===== src/design/akf_pkg.sv =====
`default_nettype none
// ----------------------------------------------------------------------------
// akf_pkg: shared types and constants for the angle Kalman fusion block
// Holds register indexes and the command and status structs that pass
// between the controller and the datapath.
// ----------------------------------------------------------------------------
package akf_pkg;

	// Register indexes on the configuration port
	localparam int unsigned REG_ANGLE_Q = 0;
	localparam int unsigned REG_BIAS_Q  = 1;
	localparam int unsigned REG_MEAS_R  = 2;

	// Reset values of the registers
	localparam logic [30:0] ANGLE_Q_RST = 31'd1049;
	localparam logic [30:0] BIAS_Q_RST  = 31'd3146;
	localparam logic [30:0] MEAS_R_RST  = 31'd524288;

	// Datapath operations, one per microstep
	typedef enum logic [4:0] {
		OP_NONE,
		OP_LOAD,     // latch inputs, compute dt, g - bias
		OP_PRED,     // angle += (g-b)*dt
		OP_PD,       // pd0, pd1
		OP_P0,       // P0 += pd0*dt
		OP_P1,       // P1 += pd1*dt
		OP_P2,       // P2 += pd1*dt
		OP_P3,       // P3 += qg*dt
		OP_E,        // e = rm + P0, err
		OP_DIV0,     // start k0 = P0/e
		OP_DIV1,     // start k1 = P1/e
		OP_ANG,      // angle += k0*err
		OP_BIAS,     // bias += k1*err
		OP_C0,       // P0 -= k0*pc0
		OP_C1,       // P1 -= k0*pc1
		OP_C2,       // P2 -= k1*pc0
		OP_C3,       // P3 -= k1*pc1
		OP_OUT       // form outputs
	} op_t;

	typedef struct packed {
		op_t  op;
		logic mul_phase;  // 0: issue product, 1: accumulate product
	} cmd_t;

	typedef struct packed {
		logic div_busy;
	} status_t;

endpackage
`default_nettype wire


===== src/design/akf_ctrl.sv =====
`default_nettype none
// ----------------------------------------------------------------------------
// akf_ctrl: sequencer for one filter step
// Walks the datapath through its operations, issue then accumulate per
// product, waits on the divider, and holds the result until it is taken.
// ----------------------------------------------------------------------------
module akf_ctrl (
	input  wire               clk,
	input  wire               arst_n,
	input  wire               in_fire,
	output logic              in_ready,
	output logic              out_valid,
	input  wire               out_ready,
	input  akf_pkg::status_t  status,
	output akf_pkg::cmd_t     cmd
);
	typedef enum logic [1:0] {ST_IDLE, ST_RUN, ST_WAIT, ST_DONE} state_t;

	state_t        state_q;
	akf_pkg::op_t  op_q;
	logic          ph_q;

	// the request is latched at the accepting edge itself
	assign cmd.op        = (state_q == ST_RUN) ? op_q
		: (in_fire ? akf_pkg::OP_LOAD : akf_pkg::OP_NONE);
	assign cmd.mul_phase = ph_q;
	// next item may enter while idle or in the cycle the result is taken
	assign in_ready = (state_q == ST_IDLE) || (state_q == ST_DONE && out_ready);

	function automatic logic is_mul(input akf_pkg::op_t o);
		case (o)
			akf_pkg::OP_PRED, akf_pkg::OP_P0, akf_pkg::OP_P1, akf_pkg::OP_P2,
			akf_pkg::OP_P3, akf_pkg::OP_ANG, akf_pkg::OP_BIAS, akf_pkg::OP_C0,
			akf_pkg::OP_C1, akf_pkg::OP_C2, akf_pkg::OP_C3: return 1'b1;
			default: return 1'b0;
		endcase
	endfunction

	always_ff @(posedge clk or negedge arst_n) begin
		if (!arst_n) begin
			state_q   <= ST_IDLE;
			op_q      <= akf_pkg::OP_NONE;
			ph_q      <= 1'b0;
			out_valid <= 1'b0;
		end else begin
			case (state_q)
				ST_IDLE, ST_DONE: begin
					if (out_valid && out_ready) out_valid <= 1'b0;
					if (in_fire) begin
						state_q <= ST_RUN;
						op_q    <= akf_pkg::OP_PRED;
						ph_q    <= 1'b0;
					end else if (state_q == ST_DONE && out_ready) begin
						state_q <= ST_IDLE;
					end
				end
				ST_RUN: begin
					if (is_mul(op_q) && !ph_q) begin
						ph_q <= 1'b1;
					end else begin
						ph_q <= 1'b0;
						if (op_q == akf_pkg::OP_DIV0 || op_q == akf_pkg::OP_DIV1) begin
							state_q <= ST_WAIT;
						end else if (op_q == akf_pkg::OP_OUT) begin
							state_q   <= ST_DONE;
							out_valid <= 1'b1;
						end else begin
							op_q <= akf_pkg::op_t'(op_q + 1'b1);
						end
					end
				end
				ST_WAIT: begin
					// once busy falls, ph_q is set before the next operation is entered
					if (!status.div_busy && !ph_q) ph_q <= 1'b1;
					else if (!status.div_busy && ph_q) begin
						ph_q    <= 1'b0;
						state_q <= ST_RUN;
						op_q    <= akf_pkg::op_t'(op_q + 1'b1);
					end
				end
				default: state_q <= ST_IDLE;
			endcase
		end
	end

	ap_busy_run: assert property (@(posedge clk) disable iff (!arst_n)
		(state_q == ST_RUN) |-> !out_valid) else $error("result shown while running");
	ap_load: assert property (@(posedge clk) disable iff (!arst_n)
		in_fire |=> (state_q == ST_RUN && op_q == akf_pkg::OP_PRED))
		else $error("accept did not start a step");
	ap_done: assert property (@(posedge clk) disable iff (!arst_n)
		(state_q == ST_DONE) |-> out_valid || in_ready) else $error("done without result");
endmodule
`default_nettype wire


===== config.mk =====
export PLATFORM = sky130hd
export DESIGN_NAME = akf_ctrl
export DESIGN_NICKNAME = d
export VERILOG_FILES = /design/src/design/akf_pkg.sv /design/src/design/akf_ctrl.sv
export SDC_FILE = /design/constraint.sdc
export NUM_CORES = 1
export LEC_CHECK = 0
export BUFFER_PORTS_ARGS = -buffer_cell sky130_fd_sc_hd__clkbuf_2
export CAP_MARGIN = 10
export CORE_MARGIN = 4
export CORE_UTILIZATION = 54
export CTS_CLUSTER_DIAMETER = 40
export DETAILED_ROUTE_END_ITERATION = 10
export GPL_ROUTABILITY_DRIVEN = 0
export HOLD_SLACK_MARGIN = 0.02
export MAX_ROUTING_LAYER = met4
export PLACE_DENSITY = 0.77
export SLEW_MARGIN = 15
export SYNTH_ARGS = -nofsm -noshare
export SYNTH_HDL_FRONTEND = slang
export SYNTH_SLANG_ARGS = --single-unit
export TNS_END_PERCENT = 20

===== constraint.sdc =====
create_clock -name clk -period 2.38 [get_ports clk]
set_input_delay 0.238 -clock clk [delete_from_list [all_inputs] [get_ports clk]]
set_output_delay 0.238 -clock clk [all_outputs]
set_load 0.01 [all_outputs]

==> metrics.yaml, run 1 <==
routing:
  via_per_inst: 5.852
  firstDrtPassIters: 4
  vias: 673
  routed_wl_um: 1579
  drt_iter0_drc: 27
  antenna_left: 0
  wl_per_cell_um: 13.73
  drc_errors: 0
final_layout:
  n_antenna_cell: 0
  n_fill_cell: 125
  fin_nets: 114
  regArea_um2: 225.2
  final_core_util_pct: 65.05
  multi_input_area_um2: 471.7
  area_delta_synth_final_pct: 11.38
  drive_gt1_share_pct: 22.00
critical_path:
  crit_family: "simple AND/OR/NAND/NOR gates"
  slowest_stage: "dfrtp_1"
  cp_cell_sequence: "inv_1 -> ha_1 -> or3b_1 -> a211o_1 -> or2_1 -> nor3b_4 -> mux2_4"
  crit_path_max_fanout: 7
  cp-end-kind: "flop"
  worstSetupPathType: "flop to flop"
  reg2reg_depth: 7
  rr_startpoint: "op_q[1]"
  crit_required_ns: 2.54
  cpPeakStageDelay_ns: 0.44
  r2r_slack_ns: 0.14
  crit_arrival_ns: 2.40
  cp_num_buf_inv: 1
  start_kind: "flop"
  worstReg2RegEnd: "state_q[0]"
global_route:
  grt_max_degree: 14
  antenna_found_initial: 0
  grt_use_total_pct: 18.23
  grt_pass1_wl_um: 2670
  grt_pass1_vias: 618
  grt_overflow: 0
placement:
  io_buffers: 12
  hpwlAfterDp_um: 1256
timing:
  worst_pin_slew_ns: 0.6971
  finalMaxSlewViolations: 0
  fin_crit_sh_pct: 94.04
  rsz0062_at_grt: "false"
  setup_tns_ns: 0
  fmax_mhz: 446.8
  clock_skew_ns: 0.01281
  holdWs_ns: 0.3182
  fin_crit_ns: 2.238
  setup_violations: 0
  max_slew_margin_pct: 53.04
  final_hold_viol_count: 0
synthesis:
  synthCells: 87
  synth_ff_type: "dfrtp_1"
  ys_ff_latch: 9
  yosysMostFrequentCell: "dfrtp_1"
  synth_edf_count: 0
  seq_area_frac_synth_pct: 29.27
  synth_area_leaders: "dfrtp_1, ha_1, inv_1"
  syn_avg_cell_area_um2: 8.845
  yosysTopAreaCell: "dfrtp_1"
  synthTopCellsByCount: "dfrtp_1, ha_1, inv_1"
  syn-cell-area_um2: 769.5
  synthDistinctLibCells: 39
  yosys_warnings: 0
  syn_nets: 100
  yosysTopAreaCellShare_pct: 29.27
  async_flop_share_pct: 100.0
clocking:
  cts.clk_slew.worst_paths_ns: 0.07
  numCtsBuffers: 3
  cts-root-buf: "clkbuf_4"
  cts_tree: "done"
  cts_sinks: 9
  clock_path_buffers: 2
  clk_latency_ns: 0.27
  post-cts-setup-buffer-count: 0
  htree_levels: 1
power_and_ir_drop:
  power_density_nw_per_um2: 1484
  leakagePower_nw: 0.4303
  vdd_drop_max_mv: 0.6585
status:
  outcome: "completed"
die:
  io-pin-count: 13
  core_um2: 1318
  initial_utilization_pct: 58.40
  fp-row-count: 13
  die_h_um: 45.75
  die_w_um: 45.75
  die_area_um2: 2093
hold_path:
  hold_path.class: "primary input to flop"
  holdPathEnd: "ph_q"
  whs_path_depth: 4
  hp-start: "status"
job:
  cap_violations: 0
==> state kept, by name, summed over array words and instances (netlist names) <==
signal and count:
op_q 5, state_q 2, out_valid 1, ph_q 1
==> cells in the final DEF, fill, tap and decap left out, types with 2 or more instances in the layout <==
| cell | n |
|---|---|
| nand2b_1 | 4 |
| clkbuf_2 | 12 |
| inv_1 | 8 |
| buf_4 | 2 |
| clkbuf_4 | 3 |
| ha_1 | 8 |
| o21ai_0 | 3 |
| a21oi_1 | 4 |
| nand2_1 | 7 |
| a31oi_1 | 4 |
| and2_1 | 2 |
| dfrtp_1 | 9 |
| nor2_1 | 7 |
==> final cells by class <==
| class | count | area share [%] |
|---|---|---|
| well taps | 15 | 2.190 |
| repair buffers | 15 | 9.927 |
| clock buffers | 4 | 3.066 |
| multi-input cells | 64 | 55.04 |
| inverters | 8 | 3.504 |
| flip-flops and latches | 9 | 26.28 |
==> repair_timing <==
item | CTS | global route
gates resized for setup | 0 | 0
hold buffers | 1 | 0
hold endpoints to repair | 9 | 0
==> worst min-delay path, cell delays in order <==
cell and delay (ns):
clkbuf_2 0.10, a21o_1 0.10, a32oi_1 0.04, o21ai_0 0.06
==> power by group <==
group	switching [mW]	internal (mW)	total, mW
clock	0.0580	0.0647	0.123
combinational	0.465	0.391	0.856
sequential	0.0759	0.218	0.294
total	0.599	0.673	1.27
==> metrics by stage <==
| step | setup slack (ns) | cells | power (mW) | cell area (µm²) |
|---|---|---|---|---|
| after detailed placement | 0.1551 | 110 | 1.156 | 820.8 |
| final | 0.1420 | 115 | 1.272 | 857.1 |
| after global routing | 0.02427 | 115 | 1.406 | 857.1 |
| after floorplan | 0.1915 | 87 | 0.9904 | 769.5 |
| after CTS | 0.1498 | 115 | 1.284 | 857.1 |
| after global placement | 0.2065 | 110 | 1.137 | 820.8 |
==> worst max path at each step <==
stage                       start    endpoint  cells past startpoint
after floorplan           op_q[0]  state_q[0]                      8
after global placement    op_q[1]  state_q[0]                      7
after detailed placement  op_q[1]  state_q[0]                      7
after CTS                 op_q[1]  state_q[0]                      7
after global routing      op_q[1]  state_q[0]                      7
final                     op_q[1]  state_q[0]                      7
==> per-layer routing <==
layer | GRT usage [%] | share of wire [%] | vias up
li1 | - | - | 328
met5 | - | 0 | -
met1 | 21.31 | 44 | 323
met2 | 31.48 | 51 | 20
met4 | 5.114 | 1.1 | 0
met3 | 3.557 | 4.4 | 2
==> logic make-up (layout without fill, tap and decap cells) <==
group / Yosys count / in the layout / share of synthesized area (%)
AOI/OAI and AO/OA: 22 / 22 / 20.49
xor gates and xnor gates: 2 / 2 / 2.277
adders and majority gates: 8 / 8 / 13.01
buffers and inverters: 14 / 27 / 9.431
DFF: 9 / 9 / 29.27
muxes: 3 / 3 / 4.715
and+or+nand+nor: 29 / 29 / 20.82
(Power assumes the default switching activity.)
==> run 2, diff against run 1 <==
--- a/config.mk
+++ b/config.mk
@@ -14,7 +14,7 @@
 export GPL_ROUTABILITY_DRIVEN = 0
 export HOLD_SLACK_MARGIN = 0.02
 export MAX_ROUTING_LAYER = met4
-export PLACE_DENSITY = 0.77
+export PLACE_DENSITY = 0.88
 export SLEW_MARGIN = 15
 export SYNTH_ARGS = -nofsm -noshare
 export SYNTH_HDL_FRONTEND = slang
==> metrics.yaml, run 2 (same netlist as run 1, synthesis figures left out) <==
critical_path:
  start_kind: "flop"
  crit_path_max_fanout: 7  # unchanged
  slowest_stage: "dfrtp_1"
  crit_required_ns: 2.53  # about the same
  cp-end-kind: "flop"
  crit_arrival_ns: 2.39  # about the same
  cp_cell_sequence: "inv_1 -> ha_1 -> or3b_1 -> a211o_1 -> or2_1 -> nor3b_4 -> mux2_4"
  reg2reg_depth: 7  # unchanged
  r2r_slack_ns: 0.14  # about the same
  cpPeakStageDelay_ns: 0.43  # about the same
  worstReg2RegEnd: "state_q[0]"
  worstSetupPathType: "flop to flop"
  rr_startpoint: "op_q[1]"
  cp_num_buf_inv: 1  # unchanged
  crit_family: "simple AND/OR/NAND/NOR gates"
clocking:
  cts_tree: "done"
  clk_latency_ns: 0.26  # about the same
  clock_path_buffers: 2  # unchanged
  htree_levels: 1  # unchanged
  cts.clk_slew.worst_paths_ns: 0.06  # about the same
  cts_sinks: 9  # unchanged
  cts_resized: 0  # unchanged
  cts-root-buf: "clkbuf_4"
  numCtsBuffers: 3  # unchanged
die:
  die_w_um: 45.75  # unchanged
  io-pin-count: 13  # unchanged
  core_um2: 1318  # unchanged
  die_h_um: 45.75  # unchanged
  die_area_um2: 2093  # unchanged
  initial_utilization_pct: 58.40  # unchanged
  fp-row-count: 13  # unchanged
final_layout:
  n_antenna_cell: 0  # unchanged
  area_delta_synth_final_pct: 13.33
  regMostFlops: "op_q"
  fin_nets: 116  # +1.8%
  n_fill_cell: 122  # -2.4%
  top_regs: "op_q x5, state_q x2"
  drive_gt1_share_pct: 23.53  # +1.5 points
  largest_reg_flops: 5  # unchanged
  most-common-layout-cells: "clkbuf_2, dfrtp_1, inv_1, ha_1"
  final_core_util_pct: 66.19  # +1.1 points
  layout_commonest_cell: "clkbuf_2"
  fin_area_um2: 872.1  # +1.8%
placement:
  hpwlAfterDp_um: 1275  # +1.5%
  placed_area_um2: 835.8  # +1.8%
  io_buffers: 12  # unchanged
timing:
  setup_violations: 0  # unchanged
  setup_tns_ns: 0  # unchanged
  clock_skew_ns: 0.003081  # -0.009728 ns
  fmax_mhz: 446.1  # -0.15%
  final_hold_viol_count: 0  # unchanged
  rsz0062_at_grt: "false"
  fin_crit_sh_pct: 94.18  # +0.14 points
  worst_pin_slew_ns: 0.6561  # -0.04094 ns
  fin_crit_ns: 2.241  # +0.003404 ns
  max_slew_margin_pct: 55.79  # +2.8 points
  holdWs_ns: 0.3481  # +0.02989 ns
  finalMaxSlewViolations: 0  # unchanged
global_route:
  grt_pass1_vias: 616  # -0.32%
  grt_max_degree: 14  # unchanged
  antenna_found_initial: 0  # unchanged
  grt_overflow: 0  # unchanged
  grt_pass1_wl_um: 2663  # -0.26%
  grt_use_total_pct: 18.47  # +0.23 points
routing:
  drt_iter0_drc: 8  # -70%
  antenna_left: 0  # unchanged
  vias: 659  # -2.1%
  routed_wl_um: 1575  # -0.25%
  firstDrtPassIters: 4  # unchanged
  wl_per_cell_um: 13.46  # -2.0%
  via_per_inst: 5.632  # -3.8%
  drc_errors: 0  # unchanged
hold_path:
  whs_path_depth: 4  # unchanged
  hp-start: "status"
  hold_path.class: "primary input to flop"
  holdPathEnd: "ph_q"
job:
  cap_violations: 0  # unchanged
status:
  outcome: "completed"
power_and_ir_drop:
  power_density_nw_per_um2: 1485  # about the same
  vdd_drop_max_mv: 0.9104  # +38%
  leakagePower_nw: 0.4405  # +2.4%
==> run 2: changes by cell type in the layout (fill, tap and decap cells not counted), sizes merged <==
cell,before,now
buf,2,4
==> run 2: stage by stage <==
stage          setup WS [ns]  std cells  total power, mW
2_1_floorplan         0.1915         87           0.9904
3_3_place_gp          0.2108        112            1.146
3_5_place_dp          0.1429        112            1.182
4_1_cts               0.1407        117            1.308
5_1_grt              0.02845        117            1.426
6_report              0.1385        117            1.295
==> run 2: report_power, final <==
group / internal, mW / total (mW) / switching, mW
sequential: 0.218 / 0.286 / 0.0681
clock: 0.0645 / 0.116 / 0.0519
combinational: 0.407 / 0.892 / 0.485
==> run 2: how the worst max path moves through the flow <==
| stage | startpoint | to | cells after the start |
|---|---|---|---|
| floorplan | op_q[0] | state_q[0] | 8 |
| global placement | op_q[1] | state_q[0] | 7 |
| detailed placement | op_q[1] | state_q[0] | 7 |
| CTS | op_q[1] | state_q[0] | 7 |
| global route | op_q[1] | state_q[0] | 7 |
| finish | op_q[1] | state_q[0] | 7 |
==> run 2: final cells by class <==
type	count	area, µm²	area share, %
multi-input combinational	64	471.7	54.09
sequential	9	225.2	25.82
timing repair buffer	17	100.1	11.48
inverter	8	30.03	3.443
clock buffer	4	26.28	3.013
tap	15	18.77	2.152
==> run 2: worst register-to-register path, stage by stage (launching register included) <==
cell and delay, ns:
dfrtp_1 0.43, inv_1 0.12, ha_1 0.14, or3b_1 0.33, a211o_1 0.31, or2_1 0.32, nor3b_4 0.19, mux2_4 0.29
==> run 2: timing repair <==
action / 4_1_cts / 5_1_grt
buffers inserted: 0 / 0
hold endpoints to repair: 9 / 0
hold buffers: 1 / 0
==> run 2: per-layer routing <==
metal / global-route usage, % / share of wire [%] / up-vias
li1: - / - / 337
met1: 20.29 / 40 / 296
met2: 32.59 / 53 / 22
met3: 4.743 / 5.8 / 4
met4: 5.114 / 1.3 / 0
met5: - / 0 / -
